## src/hw/rtl/icw_pkg.sv

```systemverilog
// Package with the widths, codes and shared types of the interval cover window filter.
`default_nettype none

package icw_pkg;

    localparam int MODE_W          = 2;
    localparam int TIME_IN_W       = 34;
    localparam int DUR_W           = 24;
    localparam int ID_W            = 16;
    localparam int IDX_W           = 20;
    localparam int WSEC_W          = 16;
    localparam int SLOT_W          = 21;
    localparam int STAT_W          = 2;
    localparam int PROD_W          = 36;
    localparam int END_W           = 35;
    localparam int TIME_W          = 37;
    localparam int DATA_W          = 64;
    localparam int PADDR_W         = 5;
    localparam int TABLE_DEPTH_DEF = 64;

    localparam logic [WSEC_W-1:0] WSEC_RESET = WSEC_W'(30);

    typedef enum logic [MODE_W-1:0] {
        MODE_CLEAR  = 2'd0,
        MODE_APPEND = 2'd1,
        MODE_QUERY  = 2'd2
    } mode_t;

    typedef enum logic [STAT_W-1:0] {
        STAT_OK    = 2'd0,
        STAT_FULL  = 2'd1,
        STAT_RANGE = 2'd2
    } status_code_t;

    typedef enum logic [1:0] {
        REG_BEGIN  = 2'd0,
        REG_WSEC   = 2'd1,
        REG_WCOUNT = 2'd2
    } reg_index_t;

    typedef enum logic [2:0] {
        S_IDLE,
        S_EMIT_ONE,
        S_MUL,
        S_ADD_LO,
        S_ADD_HI,
        S_SCAN,
        S_FINISH
    } state_t;

    typedef struct packed {
        logic [TIME_IN_W-1:0] begin_second;
        logic [WSEC_W-1:0]    window_seconds;
        logic [IDX_W-1:0]     window_count;
    } cfg_t;

    typedef struct packed {
        logic [TIME_IN_W-1:0] start;
        logic [DUR_W-1:0]     duration;
        logic [ID_W-1:0]      from_id;
        logic [ID_W-1:0]      to_id;
    } entry_t;

    typedef struct packed {
        logic         in_ready;
        logic         accept;
        status_code_t one_status;
        logic         clear_count;
        logic         append;
        logic         mul;
        logic         add_lo;
        logic         add_hi;
        logic         advance;
        logic         push_mid;
        logic         push_one;
        logic         push_final;
    } ctrl_cmd_t;

    typedef struct packed {
        logic              in_valid;
        logic [MODE_W-1:0] mode;
        logic              full;
        logic              range_err;
        logic              empty;
        logic              hit;
        logic              pend_valid;
        logic              last_entry;
        logic              out_free;
    } dp_status_t;

endpackage

`default_nettype wire

```

## src/hw/rtl/icw_ctrl.sv

```systemverilog
// Controller state machine that sequences clear, append and query requests.
`default_nettype none

module icw_ctrl
    import icw_pkg::*;
(
    input  wire logic       clk,
    input  wire logic       rst_n,
    input  dp_status_t      st,
    output ctrl_cmd_t       cmd
);

    state_t state_reg;
    state_t state_next;

    always_ff @(posedge clk or negedge rst_n)
    begin
        if (!rst_n)
        begin
            state_reg <= S_IDLE;
        end
        else
        begin
            state_reg <= state_next;
        end
    end

    always_comb
    begin
        cmd        = '0;
        state_next = state_reg;
        case (state_reg)
            S_IDLE:
            begin
                cmd.in_ready = 1'b1;
                if (st.in_valid)
                begin
                    cmd.accept = 1'b1;
                    case (st.mode)
                        MODE_CLEAR:
                        begin
                            cmd.clear_count = 1'b1;
                            cmd.one_status  = STAT_OK;
                            state_next      = S_EMIT_ONE;
                        end
                        MODE_APPEND:
                        begin
                            if (st.full)
                            begin
                                cmd.one_status = STAT_FULL;
                            end
                            else
                            begin
                                cmd.append     = 1'b1;
                                cmd.one_status = STAT_OK;
                            end
                            state_next = S_EMIT_ONE;
                        end
                        MODE_QUERY:
                        begin
                            if (st.range_err)
                            begin
                                cmd.one_status = STAT_RANGE;
                                state_next     = S_EMIT_ONE;
                            end
                            else if (st.empty)
                            begin
                                cmd.one_status = STAT_OK;
                                state_next     = S_EMIT_ONE;
                            end
                            else
                            begin
                                state_next = S_MUL;
                            end
                        end
                        default:
                        begin
                            state_next = S_IDLE;
                        end
                    endcase
                end
            end
            S_EMIT_ONE:
            begin
                if (st.out_free)
                begin
                    cmd.push_one = 1'b1;
                    state_next   = S_IDLE;
                end
            end
            S_MUL:
            begin
                cmd.mul    = 1'b1;
                state_next = S_ADD_LO;
            end
            S_ADD_LO:
            begin
                cmd.add_lo = 1'b1;
                state_next = S_ADD_HI;
            end
            S_ADD_HI:
            begin
                cmd.add_hi = 1'b1;
                state_next = S_SCAN;
            end
            S_SCAN:
            begin
                // A second hit can only move on once the held hit has left.
                if (!(st.hit && st.pend_valid && !st.out_free))
                begin
                    cmd.advance  = 1'b1;
                    cmd.push_mid = st.hit && st.pend_valid;
                    if (st.last_entry)
                    begin
                        state_next = S_FINISH;
                    end
                end
            end
            S_FINISH:
            begin
                if (st.out_free)
                begin
                    cmd.push_final = 1'b1;
                    state_next     = S_IDLE;
                end
            end
            default:
            begin
                state_next = S_IDLE;
            end
        endcase
    end

endmodule

`default_nettype wire

```

## config.mk

```make
export PLATFORM = sky130hd
export DESIGN_NAME = icw_ctrl
export DESIGN_NICKNAME = d
export VERILOG_FILES = /design/src/hw/rtl/icw_pkg.sv /design/src/hw/rtl/icw_ctrl.sv
export SDC_FILE = /design/constraint.sdc
export NUM_CORES = 1
export LEC_CHECK = 0
export BUFFER_PORTS_ARGS = -buffer_cell sky130_fd_sc_hd__buf_4
export CORE_AREA = 2 2 39 41
export CTS_CLUSTER_DIAMETER = 30
export DETAILED_ROUTE_END_ITERATION = 16
export DIE_AREA = 0 0 41 43
export GPL_TIMING_DRIVEN = 0
export SETUP_SLACK_MARGIN = 0.1
export SLEW_MARGIN = 20
export SYNTH_ARGS = -nofsm -noshare
export SYNTH_HDL_FRONTEND = slang
export SYNTH_SLANG_ARGS = --single-unit
```

## constraint.sdc

```tcl
create_clock -name clk -period 1.7 [get_ports clk]
set_input_delay 0 -clock clk [delete_from_list [all_inputs] [get_ports clk]]
set_output_delay 0 -clock clk [all_outputs]
set_load 0.02 [all_outputs]
```

* Word level (Yosys, flattened, before mapping)
Cells that the tools add are included.
Widths: inputs -> output; s select.
** Operators by class
- Div/mod/pow operators :: 0
- Bitwise logic cells :: 0
- Eq/ne operators :: 12
- Reductions and logical operators :: 8
- Multipliers :: 0
- Shift-type cells :: 0
- $add $sub $neg :: 0
- Muxes and demuxes :: 24
- Order comparisons :: 0
** Operator list (count)
- $pmux 3 s6 :: 1
- $mux 3 :: 5
- $mux 1 :: 10
- $eq 3x3->1 const B :: 3
- $mux 2 :: 4
- $eq 3x2->1 const B :: 2
- $mux 6 :: 1
- $ne 2x2->1 const B :: 3
- $pmux 3 s2 :: 1
- $mux 5 :: 1
- $pmux 2 s2 :: 1
- $reduce_and 4->1 :: 1
- $reduce_or 2->1 :: 2
- $eq 3x1->1 const B :: 1
- $logic_not 3->1 :: 1
- $eq 2x1->1 const B :: 1
- $eq 2x2->1 const B :: 1
- $logic_and 1x1->1 :: 2
- $logic_not 2->1 :: 1
- $ne 2x1->1 const B :: 1
- $logic_not 1->1 :: 1
** Storage, ports and cells
- Bits in read-only memories :: 0
- Output and inout port bits :: 13
- Word-level logic and storage cells :: 45
- Flip-flop bits (word level) :: 3
- Latch bits :: 0
- Input port bits :: 12
- Bits in writable memories :: 0
- Memories :: 0

* Depth between registers and ports, before layout
- Depth after elaboration :: 5
- Depth in mapped cells :: 5
- Depth with buffers taken out :: 5

* Worst setup path before layout
OpenSTA, ideal clock, no wires.
- Path kind :: register to output
- Start :: register state_reg[0]
- End :: output cmd[7] in the netlist's numbering
- Arrival :: 1599 ps
- Required time :: 1700 ps
- Slack :: 101 ps
- Cell stages (with the launch flop) :: 6
- Cell sequence :: dfrtp_1 -> buf_2 -> nor3_2 -> and2_1 -> nand2_1 -> nor2_1
** RTL lines
- from (decl) :: RTL line icw_ctrl.sv:13 : state_t state_reg;
- from (signal assigned) :: RTL line icw_ctrl.sv:24 : state_reg <= state_next;
- to (decl) :: RTL line icw_ctrl.sv:10 : output ctrl_cmd_t cmd

==> results.sh <==
export IMPL_vias_per_cell=4.653
export IMPL_worst_setup_path_end_kind="primary output"
export IMPL_first_drt_iteration_drcs=4
export IMPL_fin_skew_ns=0.0002839
export IMPL_antenna_found_initial=0
export IMPL_static_leakage_power_nw=0.3422
export IMPL_synth_edf_count=0
export IMPL_power_sequential_fraction_pct=15.3
export IMPL_vias_in_the_first_global_route=481
export IMPL_reg2regPathDepth=4
export IMPL_holdCritPathClass="input pin to async pin"
export IMPL_worst_ep_required_time_ns=1.70
export IMPL_total_global_routing_track_utilization_pct=14.49
export IMPL_synthToLayoutAreaGrowth_pct=60.74
export IMPL_tns_ns=0
export IMPL_grt_first_pass_wirelength_um=1835
export IMPL_path_class="flop to primary output"
export IMPL_rows=14
export IMPL_worstSkewPairLatency_ns=0.23
export IMPL_overall_routed_net_length_um=1054
export IMPL_drcViolationCount=0
export IMPL_start_kind="flop"
export IMPL_place_ws_ns=0.2993
export IMPL_timing_slew_headroom_pct=80.10
export IMPL_synth_yosys_warnings=0
export IMPL_ys_top_cells_by_count="nor2_1, nand2_1, ha_1"
export IMPL_post_route_worst_setup_slack_ns=0.2133
export IMPL_rsz_0062_raised_after_global_routing="no"
export IMPL_initial_utilization_pct=29.48
export IMPL_ys_dominant_reg_cell="dfrtp_1"
export IMPL_synth_ff_latch_count=3
export IMPL_total_power_mw=0.9809
export IMPL_wire_per_inst_um=10.76
export IMPL_count_of_vias_placed_by_the_detailed_router=456
export IMPL_cts_buffers=3
export IMPL_final_antenna_net_count=0
export IMPL_die_area_mm2=0.001763
export IMPL_vdd_drop_max_uv=645.9
export IMPL_run_status="finished, final reports clean"
export IMPL_pwr_share_clk_pct=13.0
export IMPL_setup_viol=0
export IMPL_num_antenna_cells=0
export IMPL_synth_seq_area_share_pct=18.40
export IMPL_final_max_slew_violation_count=0
export IMPL_cts_path_max_buffers=2
export IMPL_synth_fp_nets=69
export IMPL_max_fanout_on_critical_path=10
export IMPL_clk_pin_slew_ns=0.04
export IMPL_dp_hpwl_um=814.2
export IMPL_largest_reg_flops=3
export IMPL_combinationalPowerShare_pct=71.7
export IMPL_synth_async_sr_flop_share_pct=100.0
export IMPL_first_pass_iters=2
export IMPL_finish_utilization_pct=47.38
export IMPL_globalRouteOverflowTotal=0
export IMPL_total_switching_power_mw=0.4502
export IMPL_internal_power_mw=0.5307
export IMPL_hold_violations=0
export IMPL_period_share_pct=87.45
export IMPL_post_cts_setup_repair_bufs=0
export IMPL_layout_min_cycle_time_ns=1.487
export IMPL_synth_largest_area_cell="dfrtp_1"
export IMPL_largest_net_degree_at_the_start_of_global_routing=11
export IMPL_cts_max_level=1
export IMPL_placeableCoreArea_mm2=0.001384
export IMPL_worst_ep_arrival_time_ns=1.49
export IMPL_final_net_count=99
export IMPL_portion_of_synthesized_cell_area_occupied_by_the_leading_cell_type_pct=18.40
export IMPL_avgSynthCellArea_um2=7.696
export IMPL_numPortBuffers=24
export IMPL_max_clock_freq_mhz=672.6
export IMPL_clock_sinks=3
export IMPL_synth_top_cells_by_area="dfrtp_1, ha_1, mux2_4, nor2_1, nand2_1"
export IMPL_yosysMostFrequentCell="nor2_1"
export IMPL_synth_cell_area_um2=407.9
export IMPL_gp_routability_congestion=0.6851
export IMPL_io_pins=25
export IMPL_cts_root_buf="clkbuf_4"
export IMPL_floorplan_die_width_um=41
export IMPL_drv_cap=0
export IMPL_final_layout_size_suffix_gt1_share_pct=45.12
export IMPL_power_switching_fraction_pct=45.90
export IMPL_hold_slack_ns=0.1037
export IMPL_die_y_um=43
export IMPL_postSynthCellCount=53
export IMPL_tightest_slew_ns=0.2954
export IMPL_tritoncts_clock_tree="built"
export IMPL_synth_cell_types=28
export IMPL_powerDensity_mw_per_mm2=1496
layer usage:
layer	GRT usage, %	wire, µm	vias to the layer above
li1	-	-	247
met1	18.35	462	199
met2	23.13	552	10
met3	0.5236	39	0
met4	8.000	0	0
met5	0	0	-
per-stage QoR:
step | cell area [µm²] | instances
6_report | 655.6 | 98
5_1_grt | 655.6 | 98
4_1_cts | 644.4 | 98
3_5_place_dp | 608.1 | 93
3_3_place_gp | 608.1 | 93
2_1_floorplan | 407.9 | 53
layout make-up:
cell class	instances	area, µm²
clock buffer	4	26.28
timing repair buffer	25	190.2
tap	16	20.02
multi-input combinational	43	302.8
fill	147	728.2
buffer	3	26.28
inverter	4	15.01
sequential	3	75.07
kinds of logic after synthesis:
logic type,after synthesis,synth area share (%)
muxes,2,7.362
AOI/OAI and AO/OA,10,17.49
DFF,3,18.40
buffers and inverters,7,9.507
adders and majority gates,4,12.27
and+or+nand+nor,27,34.97
layout by cell type (no fill, tap or decap):
cell | Yosys | final
a21oi_1 | 1 | 1
nor3_4 | 0 | 1
nand2_1 | 6 | 6
nor3_2 | 2 | 1
buf_6 | 1 | 1
o22ai_1 | 1 | 1
o22a_1 | 1 | 1
nor4_1 | 1 | 1
and3_1 | 2 | 2
nor3_1 | 2 | 2
and2_4 | 0 | 1
nand3_1 | 1 | 1
a221oi_1 | 1 | 1
dlygate4sd3_1 | 0 | 1
a211oi_2 | 1 | 1
inv_1 | 3 | 3
buf_4 | 1 | 26
nor2_1 | 8 | 8
ha_1 | 4 | 4
nand3b_1 | 1 | 1
a21o_1 | 1 | 1
or2_1 | 1 | 1
o21ai_0 | 2 | 2
clkbuf_1 | 0 | 1
dfrtp_1 | 3 | 3
a31oi_1 | 2 | 2
mux2_4 | 2 | 2
nor3b_1 | 1 | 1
clkbuf_4 | 0 | 3
inv_2 | 1 | 1
and4_1 | 1 | 1
worst max-delay path, stage by stage, from the launching register on:
cell and delay (ns):
dfrtp_1 0.37, buf_4 0.18, nor3_4 0.19, and2_4 0.19, and4_1 0.19, buf_4 0.14
path summary, 6_finish.rpt:
kind | slack, ns | from | end
max | 0.21 | state_reg[1]$_DFFE_PN0P_ | cmd[10]
min | 0.10 | rst_n | state_reg[0]$_DFFE_PN0P_
max reg2reg | 0.29 | state_reg[2]$_DFFE_PN0P_ | state_reg[0]$_DFFE_PN0P_
min reg2reg | 0.68 | state_reg[1]$_DFFE_PN0P_ | state_reg[2]$_DFFE_PN0P_
max in group asynchronous | 1.51 | rst_n | state_reg[1]$_DFFE_PN0P_
min in group clk | 0.14 | st[1] | state_reg[1]$_DFFE_PN0P_
what timing repair did:
action	CTS	global route
hold buffers	1	0
gates resized for setup	0	4
endpoints found under the setup margin	0	3
endpoints found under the hold margin	3	0
power by group through the flow:
stage               clock network (mW)  registers [mW]  logic, mW
global route                     0.145           0.157      0.782
global placement                     0           0.148      0.665
finish                           0.127           0.150      0.703
CTS                              0.136           0.147      0.676
detailed placement                   0           0.143      0.677
floorplan                            0           0.136      0.480
(Power assumes the default switching activity.)
