==> config.mk <==
export PLATFORM = sky130hd
export DESIGN_NAME = icw_regs
export DESIGN_NICKNAME = d
export VERILOG_FILES = /design/src/hw/rtl/icw_pkg.sv /design/src/hw/rtl/icw_regs.sv
export SDC_FILE = /design/constraint.sdc
export NUM_CORES = 1
export LEC_CHECK = 0
export ABC_AREA = 0
export BUFFER_PORTS_ARGS = -buffer_cell sky130_fd_sc_hd__buf_2
export CAP_MARGIN = 20
export CORE_UTILIZATION = 40
export DETAILED_ROUTE_END_ITERATION = 16
export GPL_TIMING_DRIVEN = 0
export HOLD_SLACK_MARGIN = 0.1
export PLACE_DENSITY = 0.75
export SLEW_MARGIN = 10
export SYNTH_ARGS = -nofsm -noshare
export SYNTH_HDL_FRONTEND = slang
export SYNTH_SLANG_ARGS = --single-unit
export TNS_END_PERCENT = 1
==> constraint.sdc <==
create_clock -name clk -period 2.4 [get_ports clk]
set_input_delay 0.72 -clock clk [delete_from_list [all_inputs] [get_ports clk]]
set_output_delay 0.72 -clock clk [all_outputs]
set_load 0.05 [all_outputs]
==> src/hw/rtl/icw_pkg.sv <==
// Package with the widths, codes and shared types of the interval cover window filter.
`default_nettype none

package icw_pkg;

    localparam int MODE_W          = 2;
    localparam int TIME_IN_W       = 34;
    localparam int DUR_W           = 24;
    localparam int ID_W            = 16;
    localparam int IDX_W           = 20;
    localparam int WSEC_W          = 16;
    localparam int SLOT_W          = 21;
    localparam int STAT_W          = 2;
    localparam int PROD_W          = 36;
    localparam int END_W           = 35;
    localparam int TIME_W          = 37;
    localparam int DATA_W          = 64;
    localparam int PADDR_W         = 5;
    localparam int TABLE_DEPTH_DEF = 64;

    localparam logic [WSEC_W-1:0] WSEC_RESET = WSEC_W'(30);

    typedef enum logic [MODE_W-1:0] {
        MODE_CLEAR  = 2'd0,
        MODE_APPEND = 2'd1,
        MODE_QUERY  = 2'd2
    } mode_t;

    typedef enum logic [STAT_W-1:0] {
        STAT_OK    = 2'd0,
        STAT_FULL  = 2'd1,
        STAT_RANGE = 2'd2
    } status_code_t;

    typedef enum logic [1:0] {
        REG_BEGIN  = 2'd0,
        REG_WSEC   = 2'd1,
        REG_WCOUNT = 2'd2
    } reg_index_t;

    typedef enum logic [2:0] {
        S_IDLE,
        S_EMIT_ONE,
        S_MUL,
        S_ADD_LO,
        S_ADD_HI,
        S_SCAN,
        S_FINISH
    } state_t;

    typedef struct packed {
        logic [TIME_IN_W-1:0] begin_second;
        logic [WSEC_W-1:0]    window_seconds;
        logic [IDX_W-1:0]     window_count;
    } cfg_t;

    typedef struct packed {
        logic [TIME_IN_W-1:0] start;
        logic [DUR_W-1:0]     duration;
        logic [ID_W-1:0]      from_id;
        logic [ID_W-1:0]      to_id;
    } entry_t;

    typedef struct packed {
        logic         in_ready;
        logic         accept;
        status_code_t one_status;
        logic         clear_count;
        logic         append;
        logic         mul;
        logic         add_lo;
        logic         add_hi;
        logic         advance;
        logic         push_mid;
        logic         push_one;
        logic         push_final;
    } ctrl_cmd_t;

    typedef struct packed {
        logic              in_valid;
        logic [MODE_W-1:0] mode;
        logic              full;
        logic              range_err;
        logic              empty;
        logic              hit;
        logic              pend_valid;
        logic              last_entry;
        logic              out_free;
    } dp_status_t;

endpackage

`default_nettype wire

==> src/hw/rtl/icw_regs.sv <==
// APB configuration registers for window start, window length and window count.
`default_nettype none

module icw_regs
    import icw_pkg::*;
(
    input  wire logic               clk,
    input  wire logic               rst_n,
    input  wire logic               psel,
    input  wire logic               penable,
    input  wire logic               pwrite,
    input  wire logic [PADDR_W-1:0] paddr,
    input  wire logic [DATA_W-1:0]  pwdata,
    output logic      [DATA_W-1:0]  prdata,
    output logic                    pready,
    output cfg_t                    cfg
);

    cfg_t       cfg_reg;
    cfg_t       cfg_next;
    reg_index_t sel;
    logic       wr_en;

    assign sel    = reg_index_t'(paddr[4:3]);
    assign wr_en  = psel && penable && pwrite && pready;
    assign pready = 1'b1;

    always_comb
    begin
        cfg_next = cfg_reg;
        if (wr_en)
        begin
            case (sel)
                REG_BEGIN:  cfg_next.begin_second   = pwdata[TIME_IN_W-1:0];
                REG_WSEC:   cfg_next.window_seconds = pwdata[WSEC_W-1:0];
                REG_WCOUNT: cfg_next.window_count   = pwdata[IDX_W-1:0];
                default:    cfg_next = cfg_reg;
            endcase
        end
    end

    always_comb
    begin
        case (sel)
            REG_BEGIN:  prdata = DATA_W'(cfg_reg.begin_second);
            REG_WSEC:   prdata = DATA_W'(cfg_reg.window_seconds);
            REG_WCOUNT: prdata = DATA_W'(cfg_reg.window_count);
            default:    prdata = '0;
        endcase
    end

    always_ff @(posedge clk or negedge rst_n)
    begin
        if (!rst_n)
        begin
            cfg_reg.begin_second   <= '0;
            cfg_reg.window_seconds <= WSEC_RESET;
            cfg_reg.window_count   <= '0;
        end
        else
        begin
            cfg_reg <= cfg_next;
        end
    end

    assign cfg = cfg_reg;

endmodule

`default_nettype wire

Word-level counts from Yosys, hierarchy flattened

Cells that the tools add are included.
W data, S select, Z words.

Register bits: 70
Output and inout port bits: 135

Equality and inequality tests: 2
Mux-type cells: 1
Reductions and logical operators: 6

Operators by type and width:

| kind                 | number |
|---|---|
| $pmux W34 S3         | 1 |
| $reduce_and A2 Y1    | 3 |
| $eq A2 B1 Y1 const B | 1 |
| $eq A2 B2 Y1 const B | 1 |
| $logic_and A1 B1 Y1  | 2 |
| $logic_not A2 Y1     | 1 |

Depth between registers and ports, before layout

Gate-level depths: netlist of run 1.

Depth in word-level cells: 3
Mapped depth: 6
Depth with buffers taken out: 3

Least setup slack after synthesis of run 1

OpenSTA, ideal clock, no wires.

Path kind: input to output
Start point: input port paddr[4]
End point: output port prdata[0]
Setup slack: -0.705 ns
Arrival time: 2.385 ns
Stages on the path: 4
Cells stage by stage: buf_2 buf_2 mux2i_1 o21ai_0

Longest elaborated chain between the ends: 2
Elaborated cells on any way between the ends: 4
Classes of those cells: 2 x eq/ne; 1 x mux; 1 x reduce/logical

RTL lines:

| item                                 | RTL line       | source |
|---|---|---|
| start: declaration                   | icw_regs.sv:12 | `input wire logic [PADDR_W-1:0] paddr,` |
| $eq A2 B2 Y1 (tied with other cells) | icw_regs.sv:44 | `case (sel)` |
| $pmux W34 S3 *                       | icw_regs.sv:44 |  |
| end: declaration                     | icw_regs.sv:14 | `output logic [DATA_W-1:0] prdata,` |

Every way passes the cells marked *; elsewhere a longest branch is shown, timed or not.

Final worst setup path of run 1

Start point: input port paddr[3]
End point: output port prdata[3]

Same word-level chain as after synthesis.

==> impl_metrics.ini, run 1 <==
[cts]
cts_tree = done
clock_tree.buffer_depth = 2
clock-root-buffer = clkbuf_8
clk_latency_ps = 340
clk_pin_slew_worst_paths_ps = 80
h-tree-depth = 3
cts_sinks = 70
hold_buffers = 0
cts_buffers = 9

[timing]
setup_viol = 0
post-route-period-util = 0.969
fmax_ghz = 0.430
fin_crit_ps = 2330
finalMaxSlewViolations = 0
clock_skew_ps = 0
rsz0062_at_grt = false
setup_ws_ps = 74.7
timing_hold_violations_final = 0

[detailed_routing]
ant_nets = 0
via_count = 2621
drt_iter0_markers = 127
vias_per_cell = 4.71
wire_per_inst_um = 14.7
firstDrtPassIters = 4
drc = 0
postRouteWirelength_um = 8190

[worst_setup_path]
crit_type = input port to output port
cp.arrival_ps = 1610
reg2reg_slack_ps = 1610
cp.required_ps = 1680
crit_top_cell = buf_6
setup.worst_path.end_class = output port
crit_chain = buf_6 -> nor2b_4 -> buf_8 -> buf_12 -> nand2_1 -> o21ai_2 -> buf_6
worst_r2r_path_depth = 1
slowest_stage = buf_6
critical_path.max_stage_delay_ps = 180
worst-path-max-fanout = 10
critical_path.startpoint_type = input port

[floorplan]
core_area_sq_um = 8220
pin_count = 209
initial_core_util = 0.415
rows = 33
die_x_um = 94.3
die_area_sq_um = 8900
die_y_um = 94.3

[yosys]
post_synth_num_cell_types = 20
postSynthCellCount = 264
syn_area_sq_um = 3410
ys_ff_latch = 70
yosysTopAreaCell = dfrtp_1
yosysSeqAreaShare = 0.515
synth_top_area_frac = 0.484
yosysWarnings = 0
yosys-top-cells-area = dfrtp_1 (48%), mux2_2 (22%), buf_4 (7.5%)
avgSynthCellArea_sq_um = 12.9

[pwr]
finalPower_uw = 5030
vdd_ir_drop_max_uv = 516
power.density_nw_per_um2 = 1040
p_leak_uw = 0.00249

[finish]
layout.cells.non_filler = 557
nFillCells = 680
multi_input_area_sq_um = 1510
syn_to_final_growth_pct = 41.2
finalNetCount = 521
largest_reg_flops = 70
diodes = 0
fin_util = 0.586
register_area_sq_um = 1760
layout-drive-gt1-share = 0.668

[run_status]
status = completed

[run]
drv_cap = 0

[global_route]
grt_start_max_net_pins = 62
grt_pass1_wl_um = 12700
grt_pass1_vias = 2483
grt_overflow = 0
track_usage = 0.191
antenna_found_initial = 0

[placed_design]
gp_congestion = 0.713
dp_slack_ps = -570
portBuffers = 142
dpl.cell_count = 541
place.detailed.hpwl_um = 5990

[hold_path]
min_path_type = input port to async pin
==> metal layers <==
layer / vias to the layer above / share of wire / GRT usage
li1: 1220 / - / -
met4: 0 / 0.0099 / 0.0500
met2: 121 / 0.49 / 0.320
met3: 8 / 0.083 / 0.0558
met1: 1272 / 0.42 / 0.242
met5: - / 0 / 0
==> cell usage after synthesis <==
master    instances
nor3b_2           1
nor2b_1           1
nor3b_4           1
mux2i_1          20
buf_4            34
nand2_1          16
clkbuf_1          4
and2_1           14
nor3_4            1
buf_8             1
mux2_1            3
nand3_4           1
dfstp_2           4
dfrtp_1          66
buf_2             4
mux2_2           67
nor2_1            5
o21ai_0          16
buf_6             3
conb_1            2
==> where the power goes <==
| group | internal, uW | switching [uW] | total [uW] |
|---|---|---|---|
| Combinational | 644 | 1770 | 2410 |
| Clock | 509 | 437 | 946 |
| Sequential | 1470 | 205 | 1670 |
==> metrics by stage <==
stage               hold WS, ps  cell area (sq um)  setup TNS (ps)
floorplan                   424               3600           -1700
global route                202               4810               0
global placement            488               4440           -9100
CTS                         198               4780               0
finish                      211               4810               0
detailed placement          499               4470           -9900
==> critical path, delay by kind of cell <==
family | cells | cell delay, ps
simple gates | 2 | 230
buf+inv | 4 | 560
compound gates | 1 | 80
==> timing repair <==
action	CTS	global route
resized for setup	39	12
buffers inserted	0	0
setup endpoints to repair	30	20
==> final timing paths <==
check | start | to
setup / recovery | paddr[3] | prdata[3]
hold / removal | rst_n | cfg[67]$_DFFE_PN0P_
setup reg to reg | cfg[3]$_DFFE_PN0P_ | cfg[3]$_DFFE_PN0P_
hold reg to reg | cfg[3]$_DFFE_PN0P_ | cfg[3]$_DFFE_PN0P_
max in group asynchronous | rst_n | cfg[22]$_DFFE_PN1P_
min in group clk | cfg[3]$_DFFE_PN0P_ | cfg[3]$_DFFE_PN0P_
==> cell type report <==
class                           count  share of cell area
Sequential cell                    70               0.365
Multi-Input combinational cell    177               0.314
Timing Repair Buffer              143               0.169
Buffer                             46              0.0826
Clock buffer                       11              0.0294
Tap cell                          105              0.0273
Clock inverter                      5              0.0122
==> placed cells by master, fill, tap and decap left out, types with 2 or more instances in the layout <==
cell type / n
buf_4: 42
mux2i_1: 19
dfrtp_1: 66
mux2_2: 67
clkbuf_8: 10
mux2_1: 3
conb_1: 31
dfstp_2: 4
buf_6: 13
nor2_2: 5
and2_1: 14
o21ai_2: 15
buf_8: 3
clkinvlp_4: 2
buf_2: 123
nand2_1: 16
clkbuf_4: 5
==> kinds of logic after synthesis <==
logic type	share of synthesized area
simple gates	0.0697
compound gates	0.0235
buf+inv	0.0994
flops	0.515
mux	0.290
other cells	0.00220
Power figures use the tool's default switching activity.
==> run 2: changes to the inputs <==
--- a/config.mk
+++ b/config.mk
@@ -12,6 +12,7 @@
 export DETAILED_ROUTE_END_ITERATION = 16
 export GPL_TIMING_DRIVEN = 0
 export HOLD_SLACK_MARGIN = 0.1
+export MAX_ROUTING_LAYER = met4
 export PLACE_DENSITY = 0.75
 export SLEW_MARGIN = 10
 export SYNTH_ARGS = -nofsm -noshare
==> run 2 against run 1 <==
Compared with the run above:
- power about the same
- sequential power about the same
- combinational power is essentially flat
- non-clock buffer count unchanged
- cell count stayed put
- sequential share of layout area is essentially flat
- sequential cell count unchanged
- design area is essentially flat
- routed wire length grew 0.22%
- critical path type unchanged
- clock skew unchanged
==> impl_metrics.ini, run 2 (same netlist as run 1, synthesis figures left out) <==
[cts]
cts_buffers = 9
clock-root-buffer = clkbuf_8
clk_pin_slew_worst_paths_ps = 80
h-tree-depth = 3
clock_tree.buffer_depth = 2
clk_latency_ps = 340
cts_sinks = 70
cts_tree = done
hold_buffers = 0

[worst_setup_path]
cp.required_ps = 1680
worst-path-max-fanout = 10
crit_type = input port to output port
reg2reg_slack_ps = 1610
cp.arrival_ps = 1610
reg2reg_to = cfg[58]$_DFFE_PN0P_
r2r-start = cfg[58]$_DFFE_PN0P_
startpoint = paddr[3]
setup.worst_path.end_class = output port
worst_r2r_path_depth = 1
critical_path.startpoint_type = input port

[detailed_routing]
via_count = 2615
firstDrtPassIters = 4
postRouteWirelength_um = 8200
drc = 0
drt_iter0_markers = 94
wire_per_inst_um = 14.7
vias_per_cell = 4.69
ant_nets = 0

[finish]
layout_commonest_cell = buf_2
final_area_sq_um = 4820
layout-drive-gt1-share = 0.668
nFillCells = 679
final_cell_mix = buf_2 (122), mux2_2 (67), dfrtp_1 (66), buf_4 (42), conb_1 (31)
finalNetCount = 521
syn_to_final_growth_pct = 41.3
diodes = 0
largest_reg_flops = 70

[floorplan]
rows = 33
die_area_sq_um = 8900
die_y_um = 94.3
die_x_um = 94.3
initial_core_util = 0.415
core_area_sq_um = 8220
pin_count = 209

[global_route]
grt_overflow = 0
grt_pass1_wl_um = 12700
antenna_found_initial = 0
grt_start_max_net_pins = 62
grt_pass1_vias = 2478
track_usage = 0.198

[timing]
tns_ps = 0
setup_viol = 0
finalMaxSlewViolations = 0
clock_skew_ps = 0
setup_ws_ps = 70.7
rsz0062_at_grt = false
post-route-period-util = 0.971
timing_hold_violations_final = 0
fmax_ghz = 0.429
fin_crit_ps = 2330

[placed_design]
place_area_sq_um = 4470
portBuffers = 142
dp_slack_ps = -570
place.detailed.hpwl_um = 5990
gp_congestion = 0.721

[pwr]
vdd_ir_drop_max_uv = 515
power.density_nw_per_um2 = 1040
p_leak_uw = 0.00249

[run]
drv_cap = 0

[hold_path]
min_path_type = input port to async pin

[run_status]
status = completed
-- run 2: cell count changes in the layout (fill, tap and decap cells not counted), sizes merged --
| cell | previous run | this run |
|---|---|---|
| clkbuf | 17 | 18 |
| buf | 183 | 182 |
-- run 2: power by group --
group	total [uW]	switching, uW	internal (uW)
clock	944	435	509
combinational	2410	1770	645
sequential	1670	206	1470
total	5030	2410	2620
-- run 2: worst max-delay path, stage by stage --
cell	delay, ps
buf_6	120
nor2_2	170
clkbuf_4	220
and2_1	150
clkbuf_4	230
-- run 2: worst max-delay path by stage --
stage               cells after the start          to  slack [ps]
floorplan                               4  prdata[10]         -80
global placement                        7   prdata[3]        -550
detailed placement                      7  prdata[11]        -570
CTS                                     4  prdata[15]          10
global route                            7   prdata[3]          10
finish                                  5  prdata[31]          70
-- run 2: repair_timing --
action,CTS,global route
gates resized for setup,39,13
setup endpoints to repair,30,20
buffers inserted,0,0
-- run 2: cell type report --
cell class	instances	area [sq um]	share of cell area
sequential	70	1760	0.365
timing repair buffer	143	817	0.170
clock inverter	5	58.8	0.0122
buffer	46	398	0.0826
clock buffer	11	141	0.0294
multi-input combinational	177	1510	0.314
tap	105	131	0.0273
-- run 2: routing by layer --
metal,up-vias,wire [um],track usage
li1,1221,-,-
met1,1263,3500,0.250
met2,122,4030,0.319
met3,9,590,0.0469
met4,0,82,0.0500
met5,-,0,-
-- run 2: metrics by stage --
stage | power (uW) | std cells | util | hold slack (ps)
final | 5030 | 557 | 0.586 | 211
after floorplan | 3510 | 293 | - | 424
after global placement | 4010 | 540 | 0.540 | 488
after CTS | 5070 | 557 | 0.582 | 198
after global routing | 5270 | 557 | 0.586 | 199
after detailed placement | 4060 | 541 | 0.544 | 499
